$ cat src/rtl/cst_pkg.sv
package cst_pkg;

    // Raw characters with a meaning to the tokenizer
    localparam logic [7:0] CH_COMMA = 8'h2C;
    localparam logic [7:0] CH_QUOTE = 8'h22;
    localparam logic [7:0] CH_LF    = 8'h0A;
    localparam logic [7:0] CH_CR    = 8'h0D;

    // Result kinds
    localparam logic [2:0] KIND_BYTE   = 3'd0;
    localparam logic [2:0] KIND_FIELD  = 3'd1;
    localparam logic [2:0] KIND_RECORD = 3'd2;
    localparam logic [2:0] KIND_STATUS = 3'd3;
    localparam logic [2:0] KIND_ERROR  = 3'd4;

    // Error codes
    localparam logic [1:0] ERR_NONE        = 2'd0;
    localparam logic [1:0] ERR_AFTER_QUOTE = 2'd1;
    localparam logic [1:0] ERR_STRAY_QUOTE = 2'd2;
    localparam logic [1:0] ERR_FIELD_COUNT = 2'd3;

    // Field parse mode
    typedef enum logic [2:0] {
        MODE_PLAIN      = 3'b001,
        MODE_QUOTED     = 3'b010,
        MODE_QUOTE_SEEN = 3'b100
    } mode_t;

    // One input item
    typedef struct packed {
        logic [7:0] data_byte;
        logic       end_of_input;
    } item_t;

    // One result item
    typedef struct packed {
        logic [2:0]  kind;
        logic [7:0]  content_byte;
        logic        in_header;
        logic [7:0]  field_number;
        logic [31:0] rows_seen;
        logic        trailing_incomplete;
        logic [1:0]  fault_code;
    } result_t;

endpackage

$ cat src/rtl/cst_core.sv
module cst_core #(
    parameter int MAX_FIELDS = 256
) (
    input  logic            clk,
    input  logic            rst_n,
    input  logic            step,
    input  cst_pkg::item_t  item,
    output logic            res_valid,
    output cst_pkg::result_t res
);
    import cst_pkg::*;

    localparam int FCW  = $clog2(MAX_FIELDS);
    localparam int CNTW = FCW + 1;
    localparam logic [CNTW-1:0] MAX_CNT = CNTW'(MAX_FIELDS);

    mode_t           mode_reg, mode_next;
    logic            skip_reg, skip_next;
    logic            fhb_reg, fhb_next;
    logic            begun_reg, begun_next;
    logic [FCW-1:0]  fc_reg, fc_next;
    logic [CNTW-1:0] hft_reg, hft_next;
    logic            hd_reg, hd_next;
    logic [31:0]     rc_reg, rc_next;
    logic            err_reg, err_next;
    logic [1:0]      code_reg, code_next;

    logic            act_content, act_field, act_record, act_err;
    logic [1:0]      act_code;
    logic [CNTW-1:0] count;
    logic [7:0]      b;
    logic            is_newline;

    assign b          = item.data_byte;
    assign is_newline = (b == CH_LF) || (b == CH_CR);
    assign count      = {1'b0, fc_reg} + CNTW'(1);

    // Decode the byte against the parse mode, then apply the chosen action
    always_comb
    begin
        mode_next   = mode_reg;
        skip_next   = skip_reg;
        fhb_next    = fhb_reg;
        begun_next  = begun_reg;
        fc_next     = fc_reg;
        hft_next    = hft_reg;
        hd_next     = hd_reg;
        rc_next     = rc_reg;
        err_next    = err_reg;
        code_next   = code_reg;
        act_content = 1'b0;
        act_field   = 1'b0;
        act_record  = 1'b0;
        act_err     = 1'b0;
        act_code    = ERR_NONE;

        res_valid               = 1'b0;
        res.kind                = KIND_BYTE;
        res.content_byte        = 8'd0;
        res.in_header           = !hd_reg;
        res.field_number        = 8'(fc_reg);
        res.rows_seen           = rc_reg;
        res.trailing_incomplete = 1'b0;
        res.fault_code          = ERR_NONE;

        if (step)
        begin
            if (item.end_of_input)
            begin
                // Report status, then return to the reset state
                res_valid               = 1'b1;
                res.kind                = KIND_STATUS;
                res.trailing_incomplete = (mode_reg != MODE_PLAIN) || begun_reg || fhb_reg;
                res.fault_code          = err_reg ? code_reg : ERR_NONE;
                mode_next  = MODE_PLAIN;
                skip_next  = 1'b0;
                fhb_next   = 1'b0;
                begun_next = 1'b0;
                fc_next    = '0;
                hft_next   = '0;
                hd_next    = 1'b0;
                rc_next    = '0;
                err_next   = 1'b0;
                code_next  = ERR_NONE;
            end
            else if (!err_reg)
            begin
                skip_next = 1'b0;
                if (!(skip_reg && (b == CH_LF)))
                begin
                    unique case (mode_reg)
                        MODE_QUOTED:
                        begin
                            if (b == CH_QUOTE)
                                mode_next = MODE_QUOTE_SEEN;
                            else
                                act_content = 1'b1;
                        end
                        MODE_QUOTE_SEEN:
                        begin
                            if (b == CH_QUOTE)
                            begin
                                mode_next   = MODE_QUOTED;
                                act_content = 1'b1;
                            end
                            else
                            begin
                                mode_next = MODE_PLAIN;
                                if (b == CH_COMMA)
                                    act_field = 1'b1;
                                else if (is_newline)
                                    act_record = 1'b1;
                                else
                                begin
                                    act_err  = 1'b1;
                                    act_code = ERR_AFTER_QUOTE;
                                end
                            end
                        end
                        default:
                        begin
                            if (b == CH_QUOTE)
                            begin
                                if (fhb_reg)
                                begin
                                    act_err  = 1'b1;
                                    act_code = ERR_STRAY_QUOTE;
                                end
                                else
                                begin
                                    mode_next  = MODE_QUOTED;
                                    begun_next = 1'b1;
                                end
                            end
                            else if (b == CH_COMMA)
                                act_field = 1'b1;
                            else if (is_newline)
                                act_record = 1'b1;
                            else
                                act_content = 1'b1;
                        end
                    endcase
                end

                // Field end, or a field count overflow
                if (act_field)
                begin
                    if (count >= MAX_CNT)
                    begin
                        act_err  = 1'b1;
                        act_code = ERR_FIELD_COUNT;
                    end
                    else
                    begin
                        res_valid  = 1'b1;
                        res.kind   = KIND_FIELD;
                        fc_next    = count[FCW-1:0];
                        fhb_next   = 1'b0;
                        begun_next = 1'b1;
                        mode_next  = MODE_PLAIN;
                    end
                end

                // Record end: header sets the field total, data rows must match it
                if (act_record)
                begin
                    if (hd_reg && (count != hft_reg))
                    begin
                        act_err  = 1'b1;
                        act_code = ERR_FIELD_COUNT;
                    end
                    else
                    begin
                        res_valid = 1'b1;
                        res.kind  = KIND_RECORD;
                        if (!hd_reg)
                        begin
                            hft_next = count;
                            hd_next  = 1'b1;
                        end
                        else if (rc_reg != '1)
                        begin
                            rc_next       = rc_reg + 32'd1;
                            res.rows_seen = rc_reg + 32'd1;
                        end
                        fc_next    = '0;
                        fhb_next   = 1'b0;
                        begun_next = 1'b0;
                        mode_next  = MODE_PLAIN;
                        skip_next  = (b == CH_CR);
                    end
                end

                if (act_content)
                begin
                    res_valid        = 1'b1;
                    res.kind         = KIND_BYTE;
                    res.content_byte = b;
                    fhb_next         = 1'b1;
                    begun_next       = 1'b1;
                end

                // Latch the first error
                if (act_err)
                begin
                    res_valid      = 1'b1;
                    res.kind       = KIND_ERROR;
                    res.fault_code = act_code;
                    err_next       = 1'b1;
                    code_next      = act_code;
                end
            end
        end
    end

    // Hold parser state
    always_ff @(posedge clk or negedge rst_n)
    begin
        if (!rst_n)
        begin
            mode_reg  <= MODE_PLAIN;
            skip_reg  <= 1'b0;
            fhb_reg   <= 1'b0;
            begun_reg <= 1'b0;
            fc_reg    <= '0;
            hft_reg   <= '0;
            hd_reg    <= 1'b0;
            rc_reg    <= '0;
            err_reg   <= 1'b0;
            code_reg  <= ERR_NONE;
        end
        else
        begin
            mode_reg  <= mode_next;
            skip_reg  <= skip_next;
            fhb_reg   <= fhb_next;
            begun_reg <= begun_next;
            fc_reg    <= fc_next;
            hft_reg   <= hft_next;
            hd_reg    <= hd_next;
            rc_reg    <= rc_next;
            err_reg   <= err_next;
            code_reg  <= code_next;
        end
    end

    a_fc_bound: assert property (@(posedge clk) disable iff (!rst_n)
        ({1'b0, fc_reg} < MAX_CNT))
        else $error("field counter beyond field limit");

    a_eoi_clears: assert property (@(posedge clk) disable iff (!rst_n)
        (step && item.end_of_input) |=> (fc_reg == '0) && !hd_reg && (rc_reg == '0) && !err_reg)
        else $error("end of input did not clear parser state");

    a_err_sticky: assert property (@(posedge clk) disable iff (!rst_n)
        (err_reg && !(step && item.end_of_input)) |=> err_reg)
        else $error("error flag dropped before end of input");

    a_hdr_sticky: assert property (@(posedge clk) disable iff (!rst_n)
        (hd_reg && !(step && item.end_of_input)) |=> hd_reg)
        else $error("header flag dropped before end of input");

    a_err_silent: assert property (@(posedge clk) disable iff (!rst_n)
        (err_reg && step && !item.end_of_input) |-> !res_valid)
        else $error("result produced while error latched");

endmodule

$ cat src/rtl/csv_stream_tokenizer.sv
// Channel  Dir  tdata                                   tuser / tlast
// s_axis   in   [7:0] data_byte                         tlast = end_of_input
// m_axis   out  content_byte..fault_code (56 bits)      tuser[2:0] = kind
//
// One byte per cycle sustained unless the output stalls: an input register feeds
// the parser logic, whose result lands in an output register; both advance together.
// A stalled output holds the result and backs up into the input register.
// Reset (rst_n, asynchronous) returns the parser to the start of a header.
module csv_stream_tokenizer #(
    parameter int MAX_FIELDS = 256
) (
    input  logic        clk,
    input  logic        rst_n,
    input  logic        s_tvalid,
    output logic        s_tready,
    input  logic [7:0]  s_tdata,   // [7:0] data_byte
    input  logic        s_tlast,   // end_of_input
    output logic        m_tvalid,
    input  logic        m_tready,
    output logic [55:0] m_tdata,   // [7:0] content_byte, [8] in_header, [16:9] field_number,
                                   // [48:17] rows_seen, [49] trailing_incomplete,
                                   // [51:50] fault_code, [55:52] zero
    output logic [2:0]  m_tuser    // [2:0] kind
);
    import cst_pkg::*;

    logic    in_valid_reg;
    item_t   in_item_reg;
    logic    out_valid_reg;
    result_t out_reg;
    logic    adv;
    logic    step;
    logic    res_valid;
    result_t res;

    assign adv      = !out_valid_reg || m_tready;
    assign step     = in_valid_reg && adv;
    assign s_tready = !in_valid_reg || adv;

    // Input register
    always_ff @(posedge clk or negedge rst_n)
    begin
        if (!rst_n)
            in_valid_reg <= 1'b0;
        else if (s_tready)
            in_valid_reg <= s_tvalid;
    end

    always_ff @(posedge clk)
    begin
        if (s_tready && s_tvalid)
        begin
            in_item_reg.data_byte    <= s_tdata;
            in_item_reg.end_of_input <= s_tlast;
        end
    end

    cst_core #(
        .MAX_FIELDS (MAX_FIELDS)
    ) u_core (
        .clk       (clk),
        .rst_n     (rst_n),
        .step      (step),
        .item      (in_item_reg),
        .res_valid (res_valid),
        .res       (res)
    );

    // Output register
    always_ff @(posedge clk or negedge rst_n)
    begin
        if (!rst_n)
            out_valid_reg <= 1'b0;
        else if (adv)
            out_valid_reg <= step && res_valid;
    end

    always_ff @(posedge clk)
    begin
        if (step && res_valid)
            out_reg <= res;
    end

    assign m_tvalid = out_valid_reg;
    assign m_tuser  = out_reg.kind;
    assign m_tdata  = {4'd0, out_reg.fault_code, out_reg.trailing_incomplete,
                       out_reg.rows_seen, out_reg.field_number, out_reg.in_header,
                       out_reg.content_byte};

endmodule
$ cat config.mk
export PLATFORM = sky130hd
export DESIGN_NAME = csv_stream_tokenizer
export DESIGN_NICKNAME = d
export VERILOG_FILES = /design/src/rtl/cst_pkg.sv /design/src/rtl/cst_core.sv /design/src/rtl/csv_stream_tokenizer.sv
export SDC_FILE = /design/constraint.sdc
export NUM_CORES = 1
export LEC_CHECK = 0
export BUFFER_PORTS_ARGS = -buffer_cell sky130_fd_sc_hd__buf_2
export CAP_MARGIN = 20
export CORE_ASPECT_RATIO = 0.8
export CORE_MARGIN = 8
export CORE_UTILIZATION = 60
export DETAILED_ROUTE_END_ITERATION = 12
export GPL_TIMING_DRIVEN = 0
export PLACE_DENSITY = 0.91
export SETUP_SLACK_MARGIN = 0.02
export SYNTH_ARGS = -nofsm -noshare
export SYNTH_HDL_FRONTEND = slang
export SYNTH_HIERARCHICAL = 1
export SYNTH_SLANG_ARGS = --single-unit
$ cat constraint.sdc
create_clock -name clk -period 7.7 [get_ports clk]
set_input_delay 1.155 -clock clk [delete_from_list [all_inputs] [get_ports clk]]
set_output_delay 1.155 -clock clk [all_outputs]
set_load 0.02 [all_outputs]
# Yosys cells after proc, flatten, opt, wreduce, memory -nomap -nowiden
# Index checks and enable logic that the tools add are counted.
[totals]
ff_bits = 125
inputBits = 13
elab_cells = 194
[op_classes]
addsub = 2
magnitude_cmp = 1
n_eq_ne = 12
n_mux = 132
bitwise = 2
n_reduce_logical = 23
[op_table]
columns = ["cell", "n"]
rows = [
  ["32-bit two-way mux", 7],
  ["1-bit two-way mux", 75],
  ["8-bit two-way mux", 6],
  ["9-bit two-way mux", 5],
  ["3-bit two-way mux", 14],
  ["2-bit two-way mux", 18],
  ["35-bit two-way mux", 1],
  ["32-bit by 1-bit adder with 32-bit output, second input constant", 1],
  ["32-bit inequality test, second input constant", 1],
  ["8-bit by 4-bit equality test with 1-bit output, second input constant", 2],
  ["8-bit by 6-bit equality test with 1-bit output, second input constant", 2],
  ["11-bit two-way mux", 1],
  ["10-bit two-way mux", 1],
  ["8-bit by 1-bit adder with 9-bit output, second input constant", 1],
  ["9-bit greater-or-equal comparator, second input constant", 1],
  ["9-bit inequality test", 1],
  ["2-bit inequality test, second input constant", 3],
  ["3-bit case mux with 2 select lines", 1],
  ["1-bit logical AND", 5],
  ["1-bit logical OR", 5],
  ["5-bit AND reduction", 1],
  ["1-bit case mux with 2 select lines", 2],
  ["2-bit case mux with 2 select lines", 1],
  ["2-bit AND reduction", 2],
  ["11 further kinds", 15],
]

# Logic depth before layout (Yosys ltp)
# Gate-level depths: netlist of run 1.
[logic_depth]
ltp_word = 19
ltp_mapped = 12
ltp_nobuf = 10

# Hierarchy
# The synthesis of run 1 kept the hierarchy.
[modules_own_cells]
columns = ["module", "n_inst", "cells_each", "area_each_um2", "seq_area_each_um2"]
rows = [
  ["cst_core", 1, 501, 4063.9, 1477.7],
  ["csv_stream_tokenizer", 1, 79, 2067.0, 1971.9],
]

# Worst setup path before layout of run 1
# OpenSTA, ideal clock, no wires.
[synth_path]
kind = "input-to-reg"
start = "input port m_tready"
end = "register out_reg, in the netlist m_tdata[0] (enable)"
setup_ps = 475
arrival_ps = 4802
path_slack_ps = 2423
cell_stages = 11
path_buffers = 1
cell_sequence = "nand2b_1 > and2_1 > inv_1 > nor2_1 > clkbuf_1 > nor3_1 > nand3_1 > a21oi_1 > nor2_1 > nand2_1 > nor2b_1"
[synth_between]
elab_chain_cells = 4
[synth_rtl]
columns = ["item", "line_no", "text"]
rows = [
  ["from (decl)", "csv_stream_tokenizer.sv:19", "input logic m_tready,"],
  ["1-bit logical OR", "csv_stream_tokenizer.sv:36", "assign adv = !out_valid_reg || m_tready;"],
  ["1-bit logical AND", "csv_stream_tokenizer.sv:37", "assign step = in_valid_reg && adv;"],
  ["via step", "csv_stream_tokenizer.sv:32", "logic step;"],
  ["1-bit two-way mux", "cst_core.sv:66", "if (step)"],
  ["via res_valid", "csv_stream_tokenizer.sv:33", "logic res_valid;"],
  ["1-bit logical AND", "csv_stream_tokenizer.sv:80", "if (step && res_valid)"],
  ["to (signal assigned)", "csv_stream_tokenizer.sv:81", "out_reg <= res;"],
  ["to (decl)", "csv_stream_tokenizer.sv:30", "result_t out_reg;"],
]
# The timed path passes the listed nets, and every way through them passes these cells.
# A chain may end at the register's enable or synchronous reset.

# Final worst setup path of run 1
[layout_path]
start = "register in_item_reg[5] in the netlist's numbering"
end = "register out_reg, in the netlist m_tdata[41] (enable)"
[layout_between]
elab_chain_cells = 19
elab_cells_between_ends = 50
cone_classes = "4 x eq/ne; 43 x mux; 3 x reduce/logical"
[layout_rtl]
columns = ["item", "line_no", "text"]
rows = [
  ["from (decl)", "csv_stream_tokenizer.sv:28", "item_t in_item_reg;"],
  ["8-bit by 4-bit equality test with 1-bit output (tied with other cells)", "cst_core.sv:35, cst_core.sv:89", ""],
  ["1-bit logical OR or 1-bit two-way mux (tied branches)", "cst_core.sv:35, cst_core.sv:109, cst_core.sv:135", ""],
  ["1-bit two-way mux, on equally long branches", "cst_core.sv:111, cst_core.sv:137, cst_core.sv:122", ""],
  ["1-bit two-way mux, on equally long branches", "n/a", ""],
  ["1-bit two-way mux, on equally long branches", "cst_core.sv:101, cst_core.sv:89, cst_core.sv:122", ""],
  ["1-bit case mux with 2 select lines (tied with other cells)", "cst_core.sv:91", "unique case (mode_reg)"],
  ["1-bit two-way mux, on equally long branches", "cst_core.sv:89, cst_core.sv:68", ""],
  ["1-bit two-way mux, on equally long branches", "cst_core.sv:148, cst_core.sv:66, cst_core.sv:86", ""],
  ["[4 not listed]", "n/a", ""],
  ["1-bit two-way mux", "cst_core.sv:68", "if (item.end_of_input)"],
  ["1-bit two-way mux", "cst_core.sv:66", ""],
  ["1-bit two-way mux *", "cst_core.sv:204", "if (act_err)"],
  ["1-bit two-way mux *", "cst_core.sv:86", "else if (!err_reg)"],
  ["1-bit two-way mux *", "cst_core.sv:68", ""],
  ["1-bit two-way mux *", "cst_core.sv:66", ""],
  ["via res_valid", "csv_stream_tokenizer.sv:33", ""],
  ["1-bit logical AND *", "csv_stream_tokenizer.sv:80", ""],
]
# Mark *: on every way through the listed nets, which the timed path passes. The rest lies on a longest branch. The select of a mux whose other input is x is not followed.

==> impl_table.tex, run 1 <==
\begin{tabular}{lr}
\hline
Metric & Value \\
\hline
\multicolumn{2}{l}{\textbf{Logic synthesis}} \\
\quad Post-synthesis register bit count & 125 \\
\quad Ys Warns & 6 \\
\quad Cell count after synthesis & 580 \\
\quad Count of distinct cell types in the synthesized netlist & 63 \\
\quad Number of flops mapped to enable cells by yosys & 64 \\
\quad Main synth FF type & sky130\_fd\_sc\_hd\_\_edfxtp\_1 \\
\quad Syn Area/Cell & 10.6 µm² \\
\quad Register area share after synthesis & 0.563 \\
\quad Synthesized cell area & 6130 µm² \\
\quad Fraction of synthesis flops using an asynchronous set or reset pin & 0.488 \\
\multicolumn{2}{l}{\textbf{Finish}} \\
\quad Share of layout cells above drive strength 1 & 0.194 \\
\quad Post-route cell area & 7280 µm² \\
\quad Number of nets in the layout & 689 \\
\quad Ant diodes & 0 \\
\quad Layout area overhead & 18.7\% \\
\quad Largest register FFs & 52 \\
\multicolumn{2}{l}{\textbf{Drt}} \\
\quad Detailed Route Iter0 Violations & 681 \\
\quad Number of nets with antenna violations after detailed routing & 0 \\
\quad WL final & 14400 µm \\
\quad Number of iterations in the first detailed-routing pass & 5 \\
\quad Detail-routed net length per standard cell & 17.4 µm \\
\quad DR DRC count & 0 \\
\quad Drt via density & 5.95 \\
\quad Total via count in the routed design & 4923 \\
\multicolumn{2}{l}{\textbf{Job}} \\
\quad Max\_cap viols & 0 \\
\multicolumn{2}{l}{\textbf{Die}} \\
\quad Starting density of the core & 0.606 \\
\quad Core Box Area & 10100 µm² \\
\quad Number of ports placed on the die boundary & 74 \\
\quad Die Wd & 129 µm \\
\quad Die area & 13700 µm² \\
\quad Standard-cell row count & 33 \\
\quad Die span in y & 106 µm \\
\multicolumn{2}{l}{\textbf{Clock tree}} \\
\quad Number of clock buffers inserted by TritonCTS & 17 \\
\quad Setup Fix Bufs, Post-CTS & 0 \\
\quad H-tree depth & 4 \\
\quad Number of sinks driven by the clock tree & 125 \\
\quad Cts hold-fix bufs & 0 \\
\quad Cell chosen for the clock root & sky130\_fd\_sc\_hd\_\_clkbuf\_16 \\
\quad CTS tree & done \\
\quad Deepest clock path buffer count & 2 \\
\quad Clock transition at the register clock pins on the worst setup and hold paths after CTS & 0.05 ns \\
\quad Clock latency on the worst-skew pair & 0.42 ns \\
\quad Number of gates resized after CTS & 0 \\
\multicolumn{2}{l}{\textbf{Power}} \\
\quad Power per standard cell area & 224 nW/µm² \\
\quad Peak VDD IR & 0.141 mV \\
\quad Static leakage power & 0.00304 µW \\
\multicolumn{2}{l}{\textbf{GRT}} \\
\quad Overall global routing resource usage & 0.220 \\
\quad Number of global-route vias before repair & 4792 \\
\quad Congestion Overflow GR & 0 \\
\quad Global-route wire length before repair & 23700 µm \\
\quad Number of antenna violations at the first check in global routing & 0 \\
\quad Largest net degree at the start of global routing & 34 \\
\multicolumn{2}{l}{\textbf{Setup path}} \\
\quad R2R cell count & 10 \\
\quad Data arrival, critical path & 3.93 ns \\
\quad Reg-to-reg startpoint & in\_item\_reg[5]\$\_DFFE\_PP\_ \\
\quad Data required time of the critical path & 7.81 ns \\
\quad Ordered cell list for the critical path & or4b\_1 -> nand4b\_1 -> nor2\_1 -> nor3\_1 -> nand3\_1 -> a21oi\_1 -> nor2\_1 -> nand2\_1 -> nor2b\_4 -> buf\_12 \\
\quad Reg2Reg Capture Point & m\_tdata[41]\$\_DFFE\_PP\_ \\
\quad Maximum fanout along the worst path & 29 \\
\quad Cell with the largest stage delay on the worst path & sky130\_fd\_sc\_hd\_\_nor2b\_4 \\
\quad Largest incremental delay on the critical path & 0.70 ns \\
\quad WS Path Type & register to register \\
\quad R2R setup slack & 3.89 ns \\
\quad Sort of element at the end of the critical path & register \\
\quad CP Launch Type & register \\
\quad Most numerous cell on the critical path & sky130\_fd\_sc\_hd\_\_nor2\_1 \\
\multicolumn{2}{l}{\textbf{STA}} \\
\quad Transition time at the pin with the least slew margin & 0.919 ns \\
\quad Final-layout setup total negative slack & 0 ns \\
\quad Number of endpoints with negative hold slack in the final report & 0 \\
\quad Ratio of final minimum period to clock period & 0.495 \\
\quad Final Critical Period & 3.81 ns \\
\quad \# setup viols final & 0 \\
\quad Max\_slew headroom & 0.382 \\
\quad Post-Route Skew & 0.00995 ns \\
\quad Top achievable clock speed & 262 MHz \\
\quad Max-slew violation count & 0 \\
\quad Unrepaired setup endpoints after global routing & false \\
\multicolumn{2}{l}{\textbf{Placement}} \\
\quad Dpl hpwl & 9820 µm \\
\quad Routability congestion estimate from global placement & 0.897 \\
\quad Count of input and output buffers & 69 \\
\quad Cell area after placement & 6710 µm² \\
\multicolumn{2}{l}{\textbf{Worst hold path}} \\
\quad Class of the worst hold path & register to register \\
\quad Start point of the worst min-delay path & u\_core/fc\_reg[5]\$\_DFFE\_PN0P\_ \\
\quad Hold worst-path end & m\_tdata[14]\$\_DFFE\_PP\_ \\
\quad WHS Path Cells & 0 \\
\multicolumn{2}{l}{\textbf{Status}} \\
\quad Outcome & completed \\
\hline
\end{tabular}
==> final cells by class <==
type | instances | area (µm²)
plain buffers | 22 | 110
inverters | 13 | 48.8
multi-input cells | 423 | 2540
clock buffers | 23 | 468
clock inverters | 9 | 92.6
flip-flops and latches | 125 | 3450
well taps | 140 | 175
repair buffers | 72 | 390
fillers | 644 | 2840
==> layout by cell type (no fill, tap or decap), types with 3 or more instances in the layout <==
cell,n
sky130_fd_sc_hd__nand3_2,3
sky130_fd_sc_hd__clkbuf_16,17
sky130_fd_sc_hd__a21oi_1,21
sky130_fd_sc_hd__and3_1,8
sky130_fd_sc_hd__inv_1,13
sky130_fd_sc_hd__o31ai_1,3
sky130_fd_sc_hd__and2_1,9
sky130_fd_sc_hd__dfrtp_1,60
sky130_fd_sc_hd__buf_2,76
sky130_fd_sc_hd__nor2_2,6
sky130_fd_sc_hd__nor2_1,77
sky130_fd_sc_hd__xor2_1,37
sky130_fd_sc_hd__nor3_1,8
sky130_fd_sc_hd__nand2_1,63
sky130_fd_sc_hd__nor4_1,7
sky130_fd_sc_hd__nand2b_1,7
sky130_fd_sc_hd__xnor2_1,36
sky130_fd_sc_hd__or3_1,14
sky130_fd_sc_hd__a31oi_1,4
sky130_fd_sc_hd__conb_1,4
sky130_fd_sc_hd__a21o_1,3
sky130_fd_sc_hd__and4_1,3
sky130_fd_sc_hd__o21ai_0,26
sky130_fd_sc_hd__edfxtp_1,64
sky130_fd_sc_hd__nand4_1,15
sky130_fd_sc_hd__clkbuf_1,13
sky130_fd_sc_hd__buf_4,5
sky130_fd_sc_hd__clkinv_2,5
sky130_fd_sc_hd__nand3_1,25
==> through the flow <==
step / utilization / hold WS [ns] / std cells / worst slack (ns) / power [µW]
6_report: 0.719 / 0.441 / 827 / 3.89 / 1630
5_1_grt: 0.719 / 0.446 / 827 / 3.66 / 1680
4_1_cts: 0.719 / 0.441 / 826 / 3.77 / 1640
3_5_place_dp: 0.663 / 0.427 / 794 / 3.49 / 884
3_3_place_gp: 0.659 / 0.425 / 792 / 0.997 / 877
2_1_floorplan: - / 0.420 / 583 / 2.42 / 835
==> per-layer routing <==
metal  track usage  vias to the layer above  wire length [µm]
li1              -                     2241                 -
met1         0.276                     2366              5870
met2         0.349                      284              6890
met3        0.0655                       32              1370
met4        0.0895                        0               267
met5             0                        -                 0
==> worst max-delay path: cells and delay by family (launching register included) <==
kind | cells | cell delay, ns
buffers and inverters | 1 | 0.28
AOI/OAI and AO/OA | 1 | 0.06
and+or+nand+nor | 8 | 2.76
DFF | 1 | 0.40
==> cell usage after synthesis (3+ instances only) <==
cell type,n,area [µm²]
sky130_fd_sc_hd__nor2_1,77,289
sky130_fd_sc_hd__clkbuf_1,9,33.8
sky130_fd_sc_hd__and2_1,9,56.3
sky130_fd_sc_hd__xnor2_1,36,315
sky130_fd_sc_hd__nor4_1,7,43.8
sky130_fd_sc_hd__nand2_1,63,236
sky130_fd_sc_hd__buf_2,6,30.0
sky130_fd_sc_hd__o21ai_0,26,130
sky130_fd_sc_hd__a21o_1,3,22.5
sky130_fd_sc_hd__and4_1,3,26.3
sky130_fd_sc_hd__nand3_1,25,125
sky130_fd_sc_hd__a31oi_1,4,25.0
sky130_fd_sc_hd__dfrtp_1,60,1500
sky130_fd_sc_hd__nand2b_1,7,43.8
sky130_fd_sc_hd__xor2_1,37,324
sky130_fd_sc_hd__or3_1,14,87.6
sky130_fd_sc_hd__a21oi_1,21,105
sky130_fd_sc_hd__inv_1,13,48.8
sky130_fd_sc_hd__nand3_2,3,30.0
sky130_fd_sc_hd__o31ai_1,3,22.5
sky130_fd_sc_hd__edfxtp_1,64,1920
sky130_fd_sc_hd__nor2b_1,3,18.8
sky130_fd_sc_hd__buf_4,5,37.5
sky130_fd_sc_hd__nor2_2,6,37.5
sky130_fd_sc_hd__and3_1,8,50.1
sky130_fd_sc_hd__nand4_1,15,93.8
sky130_fd_sc_hd__nor3_1,8,40.0
==> worst max path at each step <==
stage / from / cells past startpoint / slack, ns / endpoint
2_1_floorplan: m_tready / 11 / 2.42 / m_tdata[0]$_DFFE_PP_
3_3_place_gp: m_tready / 12 / 1.0 / m_tdata[20]$_DFFE_PP_
3_5_place_dp: m_tready / 13 / 3.49 / m_tdata[20]$_DFFE_PP_
4_1_cts: in_item_reg[1]$_DFFE_PP_ / 9 / 3.77 / m_tdata[43]$_DFFE_PP_
5_1_grt: u_core/fc_reg[0]$_DFFE_PN0P_ / 11 / 3.66 / m_tdata[21]$_DFFE_PP_
6_report: in_item_reg[5]$_DFFE_PP_ / 10 / 3.89 / m_tdata[41]$_DFFE_PP_
==> power by group <==
group	leakage (µW)	internal [µW]	switching (µW)	total, µW
Clock	0.000280	487	271	758
Sequential	0.00146	736	14.5	751
Combinational	0.00130	34.7	87.5	122
Total	0.00304	1260	373	1630
==> cells by family after synthesis <==
| kind of cell | share of synthesized area |
|---|---|
| AND/OR/NAND/NOR | 0.213 |
| AO/OA/AOI/OAI | 0.0863 |
| flip-flops | 0.563 |
| XOR/XNOR | 0.104 |
| multiplexers | 0.00327 |
| other | 0.000612 |
| buffers and inverters | 0.0259 |
| adder cells (fa/ha/maj) | 0.00408 |
Power figures use the tool's default switching activity.
==> inputs of run 2 (changes only) <==
- CORE_UTILIZATION: 60 -> 53
- PLACE_DENSITY: 0.91 -> 0.86
- clock period: 7.7 -> 3.5 ns (I/O delays scaled with it)
==> impl_table.tex, run 2 (same netlist as run 1, synthesis figures left out) <==
\begin{tabular}{lr}
\hline
Metric & Value \\
\hline
\multicolumn{2}{l}{\textbf{Status}} \\
\quad Outcome & completed \\
\multicolumn{2}{l}{\textbf{Die}} \\
\quad Die area & 15300 µm² \\
\quad Number of ports placed on the die boundary & 74 \\
\quad Die Wd & 136 µm \\
\quad Core Box Area & 11400 µm² \\
\quad Starting density of the core & 0.538 \\
\quad Die span in y & 112 µm \\
\quad Standard-cell row count & 35 \\
\multicolumn{2}{l}{\textbf{GRT}} \\
\quad Congestion Overflow GR & 0 \\
\quad Largest net degree at the start of global routing & 32 \\
\quad Number of global-route vias before repair & 5025 \\
\quad Number of antenna violations at the first check in global routing & 0 \\
\quad Global-route wire length before repair & 25000 µm \\
\quad Overall global routing resource usage & 0.205 \\
\multicolumn{2}{l}{\textbf{Clock tree}} \\
\quad Cts hold-fix bufs & 0 \\
\quad Cell chosen for the clock root & sky130\_fd\_sc\_hd\_\_clkbuf\_16 \\
\quad H-tree depth & 4 \\
\quad Number of sinks driven by the clock tree & 125 \\
\quad CTS tree & done \\
\quad Number of clock buffers inserted by TritonCTS & 17 \\
\quad Clock latency on the worst-skew pair & 0.41 ns \\
\quad Clock transition at the register clock pins on the worst setup and hold paths after CTS & 0.06 ns \\
\quad Deepest clock path buffer count & 2 \\
\multicolumn{2}{l}{\textbf{Drt}} \\
\quad Detail-routed net length per standard cell & 18.6 µm \\
\quad WL final & 15600 µm \\
\quad Total via count in the routed design & 5062 \\
\quad Number of nets with antenna violations after detailed routing & 0 \\
\quad Number of iterations in the first detailed-routing pass & 6 \\
\quad DR DRC count & 0 \\
\quad Drt via density & 6.06 \\
\quad Detailed Route Iter0 Violations & 710 \\
\multicolumn{2}{l}{\textbf{Finish}} \\
\quad Number of nets in the layout & 690 \\
\quad Share of layout cells above drive strength 1 & 0.211 \\
\quad Commonest non-fill, non-tap cells in the layout & sky130\_fd\_sc\_hd\_\_buf\_2 (75), sky130\_fd\_sc\_hd\_\_nor2\_1 (75), sky130\_fd\_sc\_hd\_\_edfxtp\_1 (64) \\
\quad Layout area overhead & 20.0\% \\
\quad Largest register FFs & 52 \\
\quad Ant diodes & 0 \\
\multicolumn{2}{l}{\textbf{Power}} \\
\quad Peak VDD IR & 0.341 mV \\
\quad Total design power & 3570 µW \\
\quad Power per standard cell area & 485 nW/µm² \\
\quad Static leakage power & 0.00303 µW \\
\multicolumn{2}{l}{\textbf{STA}} \\
\quad Number of endpoints with negative hold slack in the final report & 0 \\
\quad Transition time at the pin with the least slew margin & 0.876 ns \\
\quad Max-slew violation count & 0 \\
\quad \# setup viols final & 0 \\
\quad Top achievable clock speed & 297 MHz \\
\quad Ratio of final minimum period to clock period & 0.962 \\
\quad Max\_slew headroom & 0.411 \\
\quad Worst Hold Margin & 0.172 ns \\
\quad Post-Route Skew & 0.00792 ns \\
\quad PnR worst setup slack & 0.132 ns \\
\quad Final Critical Period & 3.37 ns \\
\multicolumn{2}{l}{\textbf{Placement}} \\
\quad Routability congestion estimate from global placement & 0.904 \\
\quad Dpl hpwl & 10200 µm \\
\quad Count of input and output buffers & 69 \\
\quad Placement-stage worst setup slack & -0.297 ns \\
\multicolumn{2}{l}{\textbf{Setup path}} \\
\quad R2R cell count & 9 \\
\quad Ordered cell list for the critical path & or4b\_1 -> nand4b\_1 -> nor2\_4 -> nor3\_1 -> nand3\_1 -> a21oi\_1 -> nor2\_1 -> nand2\_1 -> nor2b\_4 \\
\quad Sort of element at the end of the critical path & register \\
\quad WS Path Type & register to register \\
\quad Maximum fanout along the worst path & 13 \\
\quad Reg2Reg Capture Point & m\_tdata[51]\$\_DFFE\_PP\_ \\
\quad CP Launch Type & register \\
\quad Cell with the largest stage delay on the worst path & sky130\_fd\_sc\_hd\_\_or4b\_1 \\
\quad Data required time of the critical path & 3.55 ns \\
\quad Reg-to-reg startpoint & in\_item\_reg[7]\$\_DFFE\_PP\_ \\
\quad Critical path startpoint & in\_item\_reg[7]\$\_DFFE\_PP\_ \\
\quad Combined buffer and inverter count along the critical path & 0 \\
\quad Crit-path leading delay family & simple AND/OR/NAND/NOR gates \\
\quad R2R setup slack & 0.13 ns \\
\quad Data arrival, critical path & 3.41 ns \\
\quad Largest incremental delay on the critical path & 0.72 ns \\
\multicolumn{2}{l}{\textbf{Worst hold path}} \\
\quad Class of the worst hold path & primary input to asynchronous set/reset pin \\
\multicolumn{2}{l}{\textbf{Job}} \\
\quad Max\_cap viols & 0 \\
\hline
\end{tabular}
==> run 2: cell type report <==
type	count	area, µm²
clock buffer	19	433
buffer	21	108
inverter	13	48.8
multi-input combinational	425	2620
fill	852	4030
timing repair buffer	72	393
tap	148	185
clock inverter	13	119
sequential	125	3450
==> run 2: per-layer routing <==
metal / track usage / wire length (µm) / up-vias
li1: - / - / 2235
met1: 0.261 / 6080 / 2383
met2: 0.324 / 7420 / 386
met3: 0.0451 / 1670 / 58
met4: 0.0986 / 415 / 0
met5: 0 / 0 / -
==> run 2: timing repair <==
item | 4_1_cts | 5_1_grt
resized for setup | 7 | 5
cloned | 1 | 1
pin swaps | 0 | 2
setup buffers | 1 | 0
hold endpoints to repair | 0 | 0
endpoints found under the setup margin | 69 | 73
==> run 2: how the worst max path moves through the flow <==
| stage | endpoint | slack, ns | depth (start not counted) |
|---|---|---|---|
| floorplan | m_tdata[0]$_DFFE_PP_ | 0.08 | 8 |
| global placement | m_tdata[20]$_DFFE_PP_ | -0.57 | 8 |
| detailed placement | m_tdata[19]$_DFFE_PP_ | -0.30 | 9 |
| CTS | m_tdata[47]$_DFFE_PP_ | 0.1 | 11 |
| global route | m_tdata[47]$_DFFE_PP_ | -0.002 | 11 |
| finish | m_tdata[51]$_DFFE_PP_ | 0.13 | 9 |
==> run 2: through the flow <==
stage                     utilization  setup TNS (ns)  cell area [µm²]  std cells
after floorplan                     -               0             6150        583
after global placement          0.587          -32.02             6680        800
after detailed placement        0.590          -12.12             6720        802
after CTS                       0.644               0             7330        836
after global routing            0.646        -0.00158             7360        836
final                           0.646               0             7360        836
==> run 2: worst register-to-register path, delay by kind of cell, from the launching register on <==
family	cells	cell delay, ns
AOI/OAI and AO/OA	1	0.05
and+or+nand+nor	8	2.53
DFF	1	0.41
==> run 2: report_power, final <==
| part | switching (µW) | internal [µW] |
|---|---|---|
| clock | 655 | 977 |
| sequential | 35.8 | 1620 |
| combinational | 200 | 80.0 |
